File: src/design/jads_pkg.sv
`timescale 1ns / 1ps

package jads_pkg;

    // converter and calibration constants
    localparam int ADC_FULL_SCALE = 1023;
    localparam int CAL_WINDOW     = 16;

    localparam int SAMPLE_W = 10;
    localparam int SUM_W    = 20;
    localparam int CNT_W    = 10;
    localparam int EDGE_W   = 12;   // signed band edges and segment spans
    localparam int DIFF_W   = 11;   // offset of a sample inside its segment
    localparam int SPAN_W   = 25;   // output span of a segment, q.8
    localparam int PROD_W   = DIFF_W + 1 + SPAN_W;
    localparam int VALUE_W  = 24;
    localparam int SUMV_W   = 36;   // base plus signed quotient

    localparam int DIV_NUM_W = 34;
    localparam int DIV_DEN_W = 11;

    localparam logic [SAMPLE_W-1:0]      CENTER_RESET = SAMPLE_W'(512);
    localparam logic signed [EDGE_W-1:0] ADC_FS_EDGE  = EDGE_W'(ADC_FULL_SCALE);
    localparam logic [DIV_DEN_W-1:0]     CAL_WIN_DEN  = DIV_DEN_W'(CAL_WINDOW);

    localparam logic signed [SUMV_W-1:0] OUT_MAX_Q8 = SUMV_W'(8388607);
    localparam logic signed [SUMV_W-1:0] OUT_MIN_Q8 = -SUMV_W'(8388608);

    typedef enum logic [2:0] {
        S_IDLE,
        S_PREP,
        S_MUL,
        S_START,
        S_DIV,
        S_FIX,
        S_FIN
    } t_state;

    typedef enum logic [2:0] {
        REG_X_OUT_MIN = 3'd0,
        REG_X_OUT_MAX = 3'd1,
        REG_Y_OUT_MIN = 3'd2,
        REG_Y_OUT_MAX = 3'd3,
        REG_DEAD_BAND = 3'd4
    } t_reg_idx;

    typedef struct packed {
        logic signed [15:0] x_out_min;
        logic signed [15:0] x_out_max;
        logic signed [15:0] y_out_min;
        logic signed [15:0] y_out_max;
        logic [8:0]         dead_band;
    } t_cfg;

    typedef struct packed {
        logic                 start;
        logic [DIV_NUM_W-1:0] num;
        logic [DIV_DEN_W-1:0] den;
    } t_div_req;

    typedef struct packed {
        logic                 done;
        logic [DIV_NUM_W-1:0] quo;
    } t_div_rsp;

endpackage

File: src/design/jads_apb_regs.sv
`timescale 1ns / 1ps

module jads_apb_regs
    import jads_pkg::*;
(
    input  logic        i_clk,
    input  logic        i_rst_n,
    input  logic        psel,
    input  logic        penable,
    input  logic        pwrite,
    input  logic [4:0]  paddr,
    input  logic [31:0] pwdata,
    output logic [31:0] prdata,
    output logic        pready,
    output t_cfg        o_cfg
);

    t_cfg     r_cfg;
    t_reg_idx w_idx;
    logic     w_wr;

    assign pready = 1'b1;
    assign w_idx  = t_reg_idx'(paddr[4:2]);
    assign w_wr   = psel && penable && pwrite;

    always_ff @(posedge i_clk) begin
        if (!i_rst_n) begin
            r_cfg.x_out_min <= 16'sd0;
            r_cfg.x_out_max <= 16'sd1023;
            r_cfg.y_out_min <= 16'sd0;
            r_cfg.y_out_max <= 16'sd1023;
            r_cfg.dead_band <= 9'd16;
        end else if (w_wr) begin
            case (w_idx)
                REG_X_OUT_MIN: r_cfg.x_out_min <= pwdata[15:0];
                REG_X_OUT_MAX: r_cfg.x_out_max <= pwdata[15:0];
                REG_Y_OUT_MIN: r_cfg.y_out_min <= pwdata[15:0];
                REG_Y_OUT_MAX: r_cfg.y_out_max <= pwdata[15:0];
                REG_DEAD_BAND: r_cfg.dead_band <= pwdata[8:0];
                default: ;
            endcase
        end
    end

    always_comb begin
        case (w_idx)
            REG_X_OUT_MIN: prdata = {16'd0, r_cfg.x_out_min};
            REG_X_OUT_MAX: prdata = {16'd0, r_cfg.x_out_max};
            REG_Y_OUT_MIN: prdata = {16'd0, r_cfg.y_out_min};
            REG_Y_OUT_MAX: prdata = {16'd0, r_cfg.y_out_max};
            REG_DEAD_BAND: prdata = {23'd0, r_cfg.dead_band};
            default:       prdata = 32'd0;
        endcase
    end

    assign o_cfg = r_cfg;

endmodule

File: src/design/jads_divider.sv
`timescale 1ns / 1ps

module jads_divider
    import jads_pkg::*;
(
    input  logic     i_clk,
    input  logic     i_rst_n,
    input  t_div_req i_req,
    output t_div_rsp o_rsp
);

    localparam int STEP_W = $clog2(DIV_NUM_W);
    localparam logic [STEP_W-1:0] LAST_STEP = STEP_W'(DIV_NUM_W - 1);

    logic                 r_busy;
    logic                 r_done;
    logic [STEP_W-1:0]    r_step;
    logic [DIV_NUM_W-1:0] r_num;   // dividend shifts out, quotient shifts in
    logic [DIV_DEN_W-1:0] r_den;
    logic [DIV_DEN_W-1:0] r_rem;

    logic [DIV_DEN_W:0]   w_rem_sh;
    logic [DIV_DEN_W:0]   w_rem_sub;
    logic                 w_ge;
    logic [DIV_DEN_W-1:0] n_rem;

    // one restoring step per cycle
    assign w_rem_sh  = {r_rem, r_num[DIV_NUM_W-1]};
    assign w_ge      = (w_rem_sh >= {1'b0, r_den});
    assign w_rem_sub = w_rem_sh - {1'b0, r_den};
    assign n_rem     = w_ge ? w_rem_sub[DIV_DEN_W-1:0] : w_rem_sh[DIV_DEN_W-1:0];

    always_ff @(posedge i_clk) begin
        if (!i_rst_n) begin
            r_busy <= 1'b0;
            r_done <= 1'b0;
            r_step <= '0;
        end else begin
            r_done <= 1'b0;
            if (i_req.start) begin
                r_busy <= 1'b1;
                r_step <= '0;
            end else if (r_busy) begin
                r_step <= r_step + 1'b1;
                if (r_step == LAST_STEP) begin
                    r_busy <= 1'b0;
                    r_done <= 1'b1;
                end
            end
        end
    end

    always_ff @(posedge i_clk) begin
        if (i_req.start) begin
            r_num <= i_req.num;
            r_den <= i_req.den;
            r_rem <= '0;
        end else if (r_busy) begin
            r_num <= {r_num[DIV_NUM_W-2:0], w_ge};
            r_rem <= n_rem;
        end
    end

    assign o_rsp.done = r_done;
    assign o_rsp.quo  = r_num;

endmodule

File: src/design/joystick_axis_deadzone_scaler.sv
`timescale 1ns / 1ps

// joystick axis dead band scaler: each transfer carries a 10-bit converter
// reading for the x or y axis plus an action bit. a conversion reading that
// lies strictly inside center +/- dead_band returns 0 with in_dead_band set;
// any other reading is mapped linearly onto the lower half (out_min up to the
// midpoint) or the upper half (midpoint up to out_max) of that axis's output
// range, as a signed q.8 value saturated to 24 bits, with the division
// truncating toward zero. a calibration reading is summed per axis, and every
// CAL_WINDOW readings the center becomes their truncated mean (center_updated
// set on that result). one item is worked at a time: a reading that needs the
// divide passes through prep, multiply, a 34-step restoring divider shared by
// the segment map and the calibration mean, then fix-up (a calibration reading
// that closes the window skips the multiply), and the next transfer is taken
// once its result is in the output register. a dead band hit, a zero-width
// segment or a calibration reading that does not close the window skips the
// multiply, the divide and the fix-up. a full output register held by the
// receiver adds its wait. the result sits in an output register, so the next
// transfer is taken while a result still waits downstream. configuration is
// written over the apb port at byte address 4*index; the user must write it
// only while the block is idle, as the block itself does not enforce this.

module joystick_axis_deadzone_scaler
    import jads_pkg::*;
(
    input  logic                      i_clk,
    input  logic                      i_rst_n,
    // configuration port
    input  logic                      psel,
    input  logic                      penable,
    input  logic                      pwrite,
    input  logic [4:0]                paddr,
    input  logic [31:0]               pwdata,
    output logic [31:0]               prdata,
    output logic                      pready,
    // input channel
    input  logic                      i_in_valid,
    output logic                      o_in_stall,
    input  logic                      i_action,
    input  logic                      i_axis_sel,
    input  logic [SAMPLE_W-1:0]       i_sample,
    // result channel
    output logic                      o_out_valid,
    input  logic                      i_out_stall,
    output logic signed [VALUE_W-1:0] o_scaled_value,
    output logic                      o_in_dead_band,
    output logic                      o_center_updated
);

    t_cfg     w_cfg;
    t_div_req w_div_req;
    t_div_rsp w_div_rsp;

    t_state r_state, n_state;

    // captured item
    logic                r_action;
    logic                r_axis;
    logic [SAMPLE_W-1:0] r_sample;

    // calibration state per axis
    logic [SAMPLE_W-1:0] r_x_center, r_y_center;
    logic [SUM_W-1:0]    r_x_sum, r_y_sum;
    logic [CNT_W-1:0]    r_x_cnt, r_y_cnt;

    // segment operands
    logic [DIFF_W-1:0]        r_diff;
    logic signed [SPAN_W-1:0] r_span;
    logic signed [EDGE_W-1:0] r_den;
    logic signed [SPAN_W-1:0] r_base;
    logic [DIV_NUM_W-1:0]     r_num_mag;
    logic [DIV_DEN_W-1:0]     r_den_mag;
    logic                     r_neg;

    // finished result before the output register
    logic signed [VALUE_W-1:0] r_res_value;
    logic                      r_res_inband;
    logic                      r_res_upd;

    // output register
    logic                      r_out_valid;
    logic signed [VALUE_W-1:0] r_out_value;
    logic                      r_out_inband;
    logic                      r_out_upd;

    logic w_accept;
    logic w_out_free;
    logic w_load_out;

    // ---------------------------------------------------------------
    // configuration registers and shared divider
    // ---------------------------------------------------------------
    jads_apb_regs u_regs (
        .i_clk   (i_clk),
        .i_rst_n (i_rst_n),
        .psel    (psel),
        .penable (penable),
        .pwrite  (pwrite),
        .paddr   (paddr),
        .pwdata  (pwdata),
        .prdata  (prdata),
        .pready  (pready),
        .o_cfg   (w_cfg)
    );

    jads_divider u_div (
        .i_clk   (i_clk),
        .i_rst_n (i_rst_n),
        .i_req   (w_div_req),
        .o_rsp   (w_div_rsp)
    );

    assign w_div_req.start = (r_state == S_START);
    assign w_div_req.num   = r_num_mag;
    assign w_div_req.den   = r_den_mag;

    // ---------------------------------------------------------------
    // prep: band test and segment selection for the captured reading
    // ---------------------------------------------------------------
    logic [SAMPLE_W-1:0]      w_center;
    logic signed [15:0]       w_omin, w_omax;
    logic signed [16:0]       w_mm_sum;
    logic signed [SPAN_W-1:0] w_mid8, w_min8, w_max8;
    logic signed [EDGE_W-1:0] w_smp, w_edge_lo, w_edge_hi, w_up_off;
    logic                     w_inband, w_lower;
    logic [DIFF_W-1:0]        w_seg_diff;
    logic signed [SPAN_W-1:0] w_seg_span, w_seg_base;
    logic signed [EDGE_W-1:0] w_seg_den;

    assign w_center = r_axis ? r_y_center : r_x_center;
    assign w_omin   = r_axis ? w_cfg.y_out_min : w_cfg.x_out_min;
    assign w_omax   = r_axis ? w_cfg.y_out_max : w_cfg.x_out_max;

    // midpoint kept exact in q.8 as (min + max) * 128
    assign w_mm_sum = {w_omin[15], w_omin} + {w_omax[15], w_omax};
    assign w_mid8   = {w_mm_sum[16], w_mm_sum, 7'd0};
    assign w_min8   = {w_omin[15], w_omin, 8'd0};
    assign w_max8   = {w_omax[15], w_omax, 8'd0};

    assign w_smp     = $signed({2'b00, r_sample});
    assign w_edge_lo = $signed({2'b00, w_center}) - $signed({3'b000, w_cfg.dead_band});
    assign w_edge_hi = $signed({2'b00, w_center}) + $signed({3'b000, w_cfg.dead_band});
    assign w_up_off  = w_smp - w_edge_hi;

    assign w_inband = (w_smp > w_edge_lo) && (w_smp < w_edge_hi);
    // a reading on a band edge leaves the band and takes the segment that meets that edge
    assign w_lower  = (w_smp <= w_edge_lo);

    assign w_seg_diff = w_lower ? {1'b0, r_sample} : w_up_off[DIFF_W-1:0];
    assign w_seg_span = w_lower ? (w_mid8 - w_min8) : (w_max8 - w_mid8);
    assign w_seg_base = w_lower ? w_min8 : w_mid8;
    // span can go negative when center minus band drops below zero or center plus band passes full scale
    assign w_seg_den  = w_lower ? w_edge_lo : (ADC_FS_EDGE - w_edge_hi);

    // calibration accumulate
    logic [SUM_W-1:0] w_cal_sum, w_cal_nsum;
    logic [CNT_W-1:0] w_cal_cnt;
    logic [CNT_W:0]   w_cal_ncnt;
    logic             w_cal_win;

    assign w_cal_sum  = r_axis ? r_y_sum : r_x_sum;
    assign w_cal_cnt  = r_axis ? r_y_cnt : r_x_cnt;
    assign w_cal_nsum = w_cal_sum + {{(SUM_W-SAMPLE_W){1'b0}}, r_sample};
    assign w_cal_ncnt = {1'b0, w_cal_cnt} + 1'b1;
    assign w_cal_win  = (w_cal_ncnt >= CAL_WIN_DEN);

    // ---------------------------------------------------------------
    // multiply: one signed product, then sign and magnitudes for the divider
    // ---------------------------------------------------------------
    logic signed [PROD_W-1:0] w_prod, w_prod_abs;
    logic signed [EDGE_W-1:0] w_den_abs;

    assign w_prod     = $signed({1'b0, r_diff}) * r_span;
    assign w_prod_abs = w_prod[PROD_W-1] ? -w_prod : w_prod;
    assign w_den_abs  = r_den[EDGE_W-1] ? -r_den : r_den;

    // ---------------------------------------------------------------
    // fix-up: restore sign, add segment base, saturate
    // ---------------------------------------------------------------
    logic signed [SUMV_W-1:0]  w_q_ext, w_q_signed, w_sum;
    logic signed [VALUE_W-1:0] w_sat;

    assign w_q_ext    = $signed({{(SUMV_W-DIV_NUM_W){1'b0}}, w_div_rsp.quo});
    assign w_q_signed = r_neg ? -w_q_ext : w_q_ext;
    assign w_sum      = w_q_signed + {{(SUMV_W-SPAN_W){r_base[SPAN_W-1]}}, r_base};

    always_comb begin
        if (w_sum > OUT_MAX_Q8) begin
            w_sat = OUT_MAX_Q8[VALUE_W-1:0];
        end else if (w_sum < OUT_MIN_Q8) begin
            w_sat = OUT_MIN_Q8[VALUE_W-1:0];
        end else begin
            w_sat = w_sum[VALUE_W-1:0];
        end
    end

    // ---------------------------------------------------------------
    // sequencer
    // ---------------------------------------------------------------
    assign o_in_stall = (r_state != S_IDLE);
    assign w_accept   = i_in_valid && !o_in_stall;
    assign w_out_free = !r_out_valid || !i_out_stall;
    assign w_load_out = (r_state == S_FIN) && w_out_free;

    always_ff @(posedge i_clk) begin
        if (!i_rst_n) begin
            r_state <= S_IDLE;
        end else begin
            r_state <= n_state;
        end
    end

    always_comb begin
        n_state = r_state;
        case (r_state)
            S_IDLE: begin
                if (i_in_valid) n_state = S_PREP;
            end
            S_PREP: begin
                if (r_action) begin
                    n_state = w_cal_win ? S_START : S_FIN;
                end else if (w_inband || (w_seg_den == '0)) begin
                    n_state = S_FIN;
                end else begin
                    n_state = S_MUL;
                end
            end
            S_MUL:   n_state = S_START;
            S_START: n_state = S_DIV;
            S_DIV: begin
                if (w_div_rsp.done) n_state = S_FIX;
            end
            S_FIX:   n_state = S_FIN;
            S_FIN: begin
                if (w_out_free) n_state = S_IDLE;
            end
            default: n_state = S_IDLE;
        endcase
    end

    // architectural state and output valid
    always_ff @(posedge i_clk) begin
        if (!i_rst_n) begin
            r_out_valid <= 1'b0;
            r_x_center  <= CENTER_RESET;
            r_y_center  <= CENTER_RESET;
            r_x_sum     <= '0;
            r_y_sum     <= '0;
            r_x_cnt     <= '0;
            r_y_cnt     <= '0;
        end else begin
            if (w_load_out) begin
                r_out_valid <= 1'b1;
            end else if (!i_out_stall) begin
                r_out_valid <= 1'b0;
            end

            if ((r_state == S_PREP) && r_action) begin
                if (r_axis) begin
                    r_y_sum <= w_cal_win ? '0 : w_cal_nsum;
                    r_y_cnt <= w_cal_win ? '0 : w_cal_ncnt[CNT_W-1:0];
                end else begin
                    r_x_sum <= w_cal_win ? '0 : w_cal_nsum;
                    r_x_cnt <= w_cal_win ? '0 : w_cal_ncnt[CNT_W-1:0];
                end
            end

            // mean of the window lands when the divider is done
            if ((r_state == S_FIX) && r_action) begin
                if (r_axis) begin
                    r_y_center <= w_div_rsp.quo[SAMPLE_W-1:0];
                end else begin
                    r_x_center <= w_div_rsp.quo[SAMPLE_W-1:0];
                end
            end
        end
    end

    // datapath payload
    always_ff @(posedge i_clk) begin
        if (w_accept) begin
            r_action <= i_action;
            r_axis   <= i_axis_sel;
            r_sample <= i_sample;
        end

        case (r_state)
            S_PREP: begin
                r_res_upd <= 1'b0;
                if (r_action) begin
                    r_res_value  <= '0;
                    r_res_inband <= 1'b0;
                    r_num_mag    <= {{(DIV_NUM_W-SUM_W){1'b0}}, w_cal_nsum};
                    r_den_mag    <= CAL_WIN_DEN;
                    r_neg        <= 1'b0;
                end else begin
                    r_res_inband <= w_inband;
                    // zero-width segment falls through with the midpoint
                    r_res_value  <= w_inband ? '0 : w_mid8[VALUE_W-1:0];
                    r_diff       <= w_seg_diff;
                    r_span       <= w_seg_span;
                    r_den        <= w_seg_den;
                    r_base       <= w_seg_base;
                end
            end
            S_MUL: begin
                r_num_mag <= w_prod_abs[DIV_NUM_W-1:0];
                r_den_mag <= w_den_abs[DIV_DEN_W-1:0];
                r_neg     <= w_prod[PROD_W-1] ^ r_den[EDGE_W-1];
            end
            S_FIX: begin
                if (r_action) begin
                    r_res_value  <= '0;
                    r_res_inband <= 1'b0;
                    r_res_upd    <= 1'b1;
                end else begin
                    r_res_value  <= w_sat;
                end
            end
            default: ;
        endcase

        if (w_load_out) begin
            r_out_value  <= r_res_value;
            r_out_inband <= r_res_inband;
            r_out_upd    <= r_res_upd;
        end
    end

    assign o_out_valid      = r_out_valid;
    assign o_scaled_value   = r_out_value;
    assign o_in_dead_band   = r_out_inband;
    assign o_center_updated = r_out_upd;

    // ---------------------------------------------------------------
    // checks
    // ---------------------------------------------------------------
    a_flags_exclusive: assert property (@(posedge i_clk) disable iff (!i_rst_n)
        o_out_valid |-> !(o_in_dead_band && o_center_updated))
        else $error("dead band and center update flagged on one result");

    a_band_is_zero: assert property (@(posedge i_clk) disable iff (!i_rst_n)
        (o_out_valid && o_in_dead_band) |-> (o_scaled_value == '0))
        else $error("dead band result carries a nonzero value");

    a_div_done_in_wait: assert property (@(posedge i_clk) disable iff (!i_rst_n)
        w_div_rsp.done |-> (r_state == S_DIV))
        else $error("divider finished outside its wait state");

    a_fin_holds: assert property (@(posedge i_clk) disable iff (!i_rst_n)
        ((r_state == S_FIN) && r_out_valid && i_out_stall) |=> (r_state == S_FIN))
        else $error("finished result left while output register was full");

endmodule

File: config.mk
export PLATFORM = sky130hd
export DESIGN_NAME = joystick_axis_deadzone_scaler
export DESIGN_NICKNAME = d
export VERILOG_FILES = /design/src/design/jads_pkg.sv /design/src/design/jads_apb_regs.sv /design/src/design/jads_divider.sv /design/src/design/joystick_axis_deadzone_scaler.sv
export SDC_FILE = /design/constraint.sdc
export NUM_CORES = 1
export LEC_CHECK = 0
export ABC_AREA = 1
export BUFFER_PORTS_ARGS = -buffer_cell sky130_fd_sc_hd__buf_2
export CAP_MARGIN = 20
export CORE_MARGIN = 2
export CORE_UTILIZATION = 50
export DETAILED_ROUTE_END_ITERATION = 16
export GPL_TIMING_DRIVEN = 0
export HOLD_SLACK_MARGIN = 0.03
export PLACE_DENSITY = 0.64
export SLEW_MARGIN = 15
export SYNTH_ARGS = -nofsm -noshare
export SYNTH_HDL_FRONTEND = slang
export SYNTH_SLANG_ARGS = --single-unit
File: constraint.sdc
create_clock -name i_clk -period 6.8 [get_ports i_clk]
set_clock_uncertainty 0.05 [all_clocks]
set_input_delay 0 -clock i_clk [delete_from_list [all_inputs] [get_ports i_clk]]
set_output_delay 0 -clock i_clk [all_outputs]
set_load 0.1 [all_outputs]
==> results of run 1 <==
timing repair:
| action | 4_1_cts | 5_1_grt |
|---|---|---|
| gates cloned | 0 | 0 |
| buffers inserted | 4 | 5 |
| endpoints found under the hold margin | 127 | 0 |
| hold buffers | 32 | 0 |
| setup endpoints to repair | 88 | 45 |
| gates resized for setup | 6 | 43 |
| pin swaps | 0 | 0 |
synthesized netlist by cell type (54+ instances only):
cell type                  count  area share, %
sky130_fd_sc_hd__o21ai_0     348            5.5
sky130_fd_sc_hd__xor2_1      121            3.4
sky130_fd_sc_hd__dfxtp_1     176             11
sky130_fd_sc_hd__nand3_1     160            2.5
sky130_fd_sc_hd__ha_1        207            8.2
sky130_fd_sc_hd__fa_1        187             12
sky130_fd_sc_hd__clkbuf_1    107            1.3
sky130_fd_sc_hd__inv_1       692            8.2
sky130_fd_sc_hd__nor3_1       54           0.85
sky130_fd_sc_hd__nor2_1      287            3.4
sky130_fd_sc_hd__edfxtp_1    212             20
sky130_fd_sc_hd__nand2_1     886             11
sky130_fd_sc_hd__a21oi_1     279            4.4
worst reg2reg max path, stage by stage, from the launching register on:
cell                       delay [ns]
sky130_fd_sc_hd__edfxtp_1        0.38
sky130_fd_sc_hd__clkbuf_1        0.44
sky130_fd_sc_hd__nand2_1         0.16
sky130_fd_sc_hd__fa_1            0.56
sky130_fd_sc_hd__inv_1           0.06
sky130_fd_sc_hd__fa_1            0.46
sky130_fd_sc_hd__fa_1            0.53
sky130_fd_sc_hd__fa_1            0.55
sky130_fd_sc_hd__inv_1           0.06
sky130_fd_sc_hd__fa_1            0.54
sky130_fd_sc_hd__inv_1           0.04
sky130_fd_sc_hd__ha_1            0.40
sky130_fd_sc_hd__a21oi_1         0.30
sky130_fd_sc_hd__o21ai_0         0.18
sky130_fd_sc_hd__a21oi_1         0.16
sky130_fd_sc_hd__nand3_1         0.19
sky130_fd_sc_hd__xnor2_1         0.39
sky130_fd_sc_hd__inv_1           0.11
sky130_fd_sc_hd__nor2_1          0.11
sky130_fd_sc_hd__nand2_1         0.07
sky130_fd_sc_hd__nor2_1          0.15
sky130_fd_sc_hd__nand3_1         0.09
sky130_fd_sc_hd__nand2_1         0.07
sky130_fd_sc_hd__nand2_1         0.07
sky130_fd_sc_hd__nand2_1         0.07
sky130_fd_sc_hd__a21oi_1         0.06
metrics by stage:
stage               hold WS (ns)  instance area, sq um  TNS [ns]  std cells
CTS                      0.03661                 35000         0       5138
global placement          0.1274                 33150    -51.12       5028
detailed placement        0.1281                 33310    -28.99       5034
finish                   0.06212                 35110         0       5141
floorplan                0.04887                 31690         0       4102
global route             0.06943                 35110  -0.09257       5141
final timing paths:
kind	endpoint
hold reg to reg	o_scaled_value[23]$_DFFE_PP_
hold / removal	r_sample[8]$_DFFE_PP_
setup reg to reg	r_num_mag[33]$_SDFFCE_PN0P_
setup / recovery	r_num_mag[33]$_SDFFCE_PN0P_
sequential cells by signal (all words and copies together) (netlist names), 18 cells and up:
signal	count
o_scaled_value	24
r_num_mag	34
r_res_value	24
r_span	18
r_x_sum	20
r_y_sum	20
u_div.r_num	34
u_regs.o_cfg	73
metal layers:
metal | track usage (%) | vias up | share of wire [%]
met5 | 0 | - | 0
met4 | 9.276 | 0 | 3.3
met3 | 2.991 | 141 | 6.6
met2 | 46.22 | 937 | 46
met1 | 38.63 | 12890 | 44
li1 | - | 13540 | -
cell type report:
type                       instances  share of cell area, %
buffer                           149                  2.046
multi-input combinational       2856                  52.76
inverter                         699                  7.473
tap                              846                  3.015
sequential                       388                  28.17
timing repair buffer             127                  2.666
clock inverter                    18                 0.5916
clock buffer                      58                  3.282
cell families (layout without fill, tap and decap cells):
kind of cell / after synthesis / in the layout
adders and majority gates: 394 / 394
muxes: 6 / 6
DFF: 388 / 388
AOI/OAI and AO/OA: 757 / 757
buffers and inverters: 858 / 1051
and+or+nand+nor: 1520 / 1520
other: 2 / 17
xor gates and xnor gates: 162 / 162
==> reports/summary.md, run 1 <==
### Floorplanning
- 255.5 um — die outline width
- 50.33% — starting density of the core
- 117 — I/O pin cnt
- 255.5 um — Chip Height
- 92 — Rows
- 65,290 sq um — Total Die Area
- 62,850 sq um — standard cell core area

### Cells and area
- sky130_fd_sc_hd__nand2_1 — most frequent standard cell in the layout excluding fill and tap cells
- 7.031% — share of post-route cells with drive strength above 1
- 11.00% — area growth from synthesis to final layout
- 884 x sky130_fd_sc_hd__nand2_1, 691 x sky130_fd_sc_hd__inv_1, 347 x sky130_fd_sc_hd__o21ai_0, 283 x sky130_fd_sc_hd__nor2_1, 277 x sky130_fd_sc_hd__a21oi_1 — commonest cells after routing, fill and taps aside
- 4,714 — layout net count
- 0 — ant diodes
- 55.86% — utilization after layout
- 9889 sq um — sequential cell area
- 18,520 sq um — multi-input logic area
- 6,005 — number of fill cells in the layout

### Setup path
- flip-flop to flip-flop — worst setup path class
- 25 — R2R cell count
- 6.78 ns — endpoint arrival time on the critical path
- 0.27 ns — worst-case register-to-register setup slack
- 25 — count of cell instances traversed by the critical path
- flip-flop — endpoint type of the worst setup path
- sky130_fd_sc_hd__fa_1 — slowest stage cell, crit path
- 0.56 ns — delay of the slowest cell on the worst path
- flip-flop — launching element type of the critical path
- 5 — total buffers and inverters traversed by the critical path
- adder cells — CP top delay family
- 7.05 ns — worst path required time
- 10 — Max Fanout on Critical Path
- r_span[18]$_DFFE_PP_ — start point of the critical path
- r_span[18]$_DFFE_PP_ — launch point of the worst reg-to-reg path

### Global route
- 28.02% — global-route usage over all layers
- 26,430 — number of global-route vias before repair
- 38 — maximum number of pins on one net before global-route repair
- 0 — total congestion overflow
- 145,000 um — first-pass GRT wire length
- 0 — initial antenna violation count

### Clock network
- 43 — cts bufs inserted
- 388 — number of clock sinks
- 3 — maximum number of buffers from clock root to sink
- 2 — CTS H-tree lvls
- sky130_fd_sc_hd__clkbuf_16 — clock root buffer
- yes — clock tree from TritonCTS
- 0.06 ns — clk slew on worst S/H paths
- 0.59 ns — insertion delay to the later sink of the worst-skew pair

### Synth
- sky130_fd_sc_hd__edfxtp_1 — most used flip-flop cell after synthesis
- 0% — Async SR Flop Fraction
- 31.27% — sequential-to-total area share from yosys stat
- 388 — Seq cells post-synth
- simple AND/OR/NAND/NOR gates — dominant combinational cell family by area after synthesis
- 67 — synth unique cells
- 0 — yosys warns
- 20.18% — synthesized-area fraction occupied by and/or/nand/nor cells
- 0.1899% — multiplexer share of the synthesized area
- 4.533% — post-synthesis xor/xnor area fraction
- 7.739 sq um — Avg Inst Size Synth
- 20.02% — post-synthesis share of cell area spent on full adders, half adders and majority gates
- 4,087 — Gate Count Post-Synth
- 13.19% — compound-cell area share of the yosys netlist
- 212 — Post-synth EDFFs
- 31,630 sq um — area of the mapped netlist

### Timing
- 0 — Final Setup Violations
- 96.01% — Final Cycle Share
- 0 — Final Max Tran Viols
- 0 — Hold Violations, Final
- 1.130 ns — slew at the pin with the worst max-slew slack
- 24.70% — slew margin rel.
- 0.2713 ns — final setup slack of the worst path
- 153.2 MHz — top achievable clock speed
- 6.529 ns — min cycle time layout
- yes — unrepaired setup endpoints after global routing

### Placed design
- 80 — quantity of I/O buffers inserted on ports
- 0.9645 — final estimated routing congestion in global placement
- 74,040 um — detailed-placement wirelength estimate
- -0.8053 ns — pre-CTS worst setup slack

### Outcome
- complete, no violations — result of the run

### Drt
- 6 — DRT Pass-1 Iters
- 27,510 — via count
- 0 — DRC viols
- 17.93 um — WL per Instance
- 0 — Final ANT Viol Nets
- 2,300 — number of DRC markers after the initial detailed-route iteration
- 5.351 — average via count per standard cell
- 92,170 um — WL final

### Hold path
- i_sample[8] — hold path startpoint
- 2 — hold depth
- primary input to flip-flop — worst min-delay path category

### Run
- 0 — number of violations of the max-capacitance limit

Power of run 1 is left out: the tool's default activity adds up to more than one toggle a clock period on the data nets, which glitch-free logic cannot reach.
==> inputs of run 2 (changes only) <==
Settings changed: RECOVER_POWER set to 50.
==> run 2 against run 1 <==
Compared with the run above: the run now ends with capacitance limit, slew limit left; first-iteration DRC count increased by 0.43%; sequential share of layout area up 0.15 points; critical path depth did not move; wire length hardly changed; via count decreased by 0.12%; cell count unchanged; core utilization down 0.30 points; largest cell class unchanged; sequential cell count unchanged.
==> reports/summary.md, run 2 (synthesis results as in run 1) <==
### Clock network
- 3 — maximum number of buffers from clock root to sink, unchanged
- 388 — number of clock sinks, unchanged
- 0.06 ns — clk slew on worst S/H paths, about the same
- yes — clock tree from TritonCTS, unchanged
- sky130_fd_sc_hd__clkbuf_16 — clock root buffer, unchanged
- 43 — cts bufs inserted, unchanged
- 0.59 ns — insertion delay to the later sink of the worst-skew pair, about the same
- 2 — CTS H-tree lvls, unchanged

### Timing
- 0.06219 ns — Hold WS, was 0.06212 ns
- 96.41% — Final Cycle Share, was 96.01%
- 6.556 ns — min cycle time layout, was 6.529 ns
- 88 — Final Max Tran Viols, was 0
- -42.92% — slew margin rel., was 24.70%
- 0 — Final Setup Violations, unchanged
- 0 — Hold Violations, Final, unchanged
- yes — unrepaired setup endpoints after global routing, unchanged
- 152.5 MHz — top achievable clock speed, was 153.2 MHz
- 0 ns — setup_tns, unchanged
- 2.144 ns — slew at the pin with the worst max-slew slack, was 1.130 ns

### Floorplanning
- 65,290 sq um — Total Die Area, unchanged
- 92 — Rows, unchanged
- 117 — I/O pin cnt, unchanged
- 255.5 um — die outline width, unchanged
- 255.5 um — Chip Height, unchanged
- 50.33% — starting density of the core, unchanged
- 62,850 sq um — standard cell core area, unchanged

### Global route
- 28.02% — global-route usage over all layers, unchanged
- 0 — total congestion overflow, unchanged
- 38 — maximum number of pins on one net before global-route repair, unchanged
- 0 — initial antenna violation count, unchanged
- 26,430 — number of global-route vias before repair, unchanged
- 145,000 um — first-pass GRT wire length, unchanged

### Setup path
- 25 — R2R cell count, unchanged
- r_num_mag[33]$_SDFFCE_PN0P_ — timing endpoint of the critical path, unchanged
- r_num_mag[33]$_SDFFCE_PN0P_ — reg-to-reg endpoint, unchanged
- 6.81 ns — endpoint arrival time on the critical path, was 6.78 ns
- flip-flop to flip-flop — worst setup path class, unchanged
- r_span[18]$_DFFE_PP_ — launch point of the worst reg-to-reg path, unchanged
- 25 — count of cell instances traversed by the critical path, unchanged
- 5 — total buffers and inverters traversed by the critical path, unchanged
- sky130_fd_sc_hd__fa_1 — slowest stage cell, crit path, unchanged
- adder cells — CP top delay family, unchanged
- 0.24 ns — worst-case register-to-register setup slack, was 0.27 ns
- 7.05 ns — worst path required time, about the same
- flip-flop — launching element type of the critical path, unchanged
- r_span[18]$_DFFE_PP_ — start point of the critical path, unchanged
- 10 — Max Fanout on Critical Path, unchanged
- flip-flop — endpoint type of the worst setup path, unchanged
- 0.56 ns — delay of the slowest cell on the worst path, about the same

### Drt
- 5.344 — average via count per standard cell, was 5.351
- 6 — DRT Pass-1 Iters, unchanged
- 92,190 um — WL final, was 92,170 um
- 17.93 um — WL per Instance, about the same
- 0 — Final ANT Viol Nets, unchanged
- 2,310 — number of DRC markers after the initial detailed-route iteration, was 2,300
- 27,470 — via count, was 27,510
- 0 — DRC viols, unchanged

### Cells and area
- 4,714 — layout net count, unchanged
- 0 — ant diodes, unchanged
- 884 x sky130_fd_sc_hd__nand2_1, 691 x sky130_fd_sc_hd__inv_1, 347 x sky130_fd_sc_hd__o21ai_0, 286 x sky130_fd_sc_hd__nor2_1, 278 x sky130_fd_sc_hd__a21oi_1 — commonest cells after routing, fill and taps aside, was 884 x sky130_fd_sc_hd__nand2_1, 691 x sky130_fd_sc_hd__inv_1, 347 x sky130_fd_sc_hd__o21ai_0, 283 x sky130_fd_sc_hd__nor2_1, 277 x sky130_fd_sc_hd__a21oi_1
- sky130_fd_sc_hd__nand2_1 — most frequent standard cell in the layout excluding fill and tap cells, unchanged
- 34,920 sq um — area of all placed cells without fillers, was 35,110 sq um
- 5.704% — share of post-route cells with drive strength above 1, was 7.031%
- 73 — flip-flop count of the largest register after layout, unchanged
- 10.41% — area growth from synthesis to final layout, was 11.00%

### Placed design
- 0.9645 — final estimated routing congestion in global placement, unchanged
- 74,040 um — detailed-placement wirelength estimate, unchanged
- 33,310 sq um — Cell Area, Placed, unchanged
- 80 — quantity of I/O buffers inserted on ports, unchanged

### Run
- 4 — number of violations of the max-capacitance limit, was 0

### Outcome
- finished with violations — result of the run, was complete, no violations
- capacitance limit, slew limit — violated checks

### Hold path
- primary input to flip-flop — worst min-delay path category, unchanged

## run 2: cell types whose count changed in the layout (fill, tap and decap cells not counted), moves of 2 or more
| cell | before | now |
|---|---|---|
| sky130_fd_sc_hd__clkbuf_1 | 89 | 140 |
| sky130_fd_sc_hd__buf_12 | 5 | 2 |
| sky130_fd_sc_hd__buf_16 | 2 | 0 |
| sky130_fd_sc_hd__nor2_1 | 283 | 286 |
| sky130_fd_sc_hd__buf_2 | 95 | 49 |
| sky130_fd_sc_hd__nor2_4 | 3 | 1 |
## run 2: per-stage QoR
step	cells	setup WS [ns]	util, %
after floorplan	4102	1.045	-
after global placement	5028	-0.8343	52.74
after detailed placement	5034	-0.8053	53.00
after CTS	5138	0.04444	55.69
after global routing	5141	-0.09257	55.56
final	5141	0.2441	55.56
## run 2: worst register-to-register path: stages, from the launching register on
cell                       delay [ns]
sky130_fd_sc_hd__edfxtp_1        0.38
sky130_fd_sc_hd__clkbuf_1        0.46
sky130_fd_sc_hd__nand2_1         0.16
sky130_fd_sc_hd__fa_1            0.56
sky130_fd_sc_hd__inv_1           0.06
sky130_fd_sc_hd__fa_1            0.47
sky130_fd_sc_hd__fa_1            0.53
sky130_fd_sc_hd__fa_1            0.55
sky130_fd_sc_hd__inv_1           0.06
sky130_fd_sc_hd__fa_1            0.54
sky130_fd_sc_hd__inv_1           0.04
sky130_fd_sc_hd__ha_1            0.40
sky130_fd_sc_hd__a21oi_1         0.30
sky130_fd_sc_hd__o21ai_0         0.18
sky130_fd_sc_hd__a21oi_1         0.16
sky130_fd_sc_hd__nand3_1         0.19
sky130_fd_sc_hd__xnor2_1         0.40
sky130_fd_sc_hd__inv_1           0.11
sky130_fd_sc_hd__nor2_1          0.11
sky130_fd_sc_hd__nand2_1         0.07
sky130_fd_sc_hd__nor2_1          0.15
sky130_fd_sc_hd__nand3_1         0.09
sky130_fd_sc_hd__nand2_1         0.08
sky130_fd_sc_hd__nand2_1         0.07
sky130_fd_sc_hd__nand2_1         0.07
sky130_fd_sc_hd__a21oi_1         0.06
## run 2: repair_timing
item,CTS,global route
hold buffers,32,0
hold endpoints to repair,127,0
endpoints found under the setup margin,88,45
buffers inserted,4,5
gates resized for setup,6,43
## run 2: how the worst min path moves through the flow
stage                           start                         end  slack (ns)  depth (start not counted)
final                     i_sample[8]       r_sample[8]$_DFFE_PP_        0.06                          2
after global routing         i_action          r_action$_DFFE_PP_        0.07                          2
after CTS                     i_rst_n  r_y_center[1]$_SDFFE_PN0P_        0.04                          4
after detailed placement  i_sample[1]       r_sample[1]$_DFFE_PP_        0.13                          1
after global placement    i_sample[4]       r_sample[4]$_DFFE_PP_        0.13                          1
after floorplan              i_action          r_action$_DFFE_PP_        0.05                          0
## run 2: layout make-up
| cell class | instances | area [sq um] |
|---|---|---|
| inverter | 699 | 2624 |
| tap | 846 | 1059 |
| clock buffer | 58 | 1152 |
| timing repair buffer | 127 | 782.0 |
| clock inverter | 18 | 207.7 |
| sequential | 388 | 9889 |
| multi-input combinational | 2856 | 18490 |
| buffer | 149 | 718.2 |
| fill | 6044 | 27930 |
## run 2: per-layer routing
metal  GRT usage, %  up-vias  wire, um
met5              0        -         0
met4          9.276        0      2981
met3          2.991      140      5714
met2          46.22      909     42410
met1          38.63    12900     41080
li1               -    13520         -
Power of run 2 is left out for the same reason.
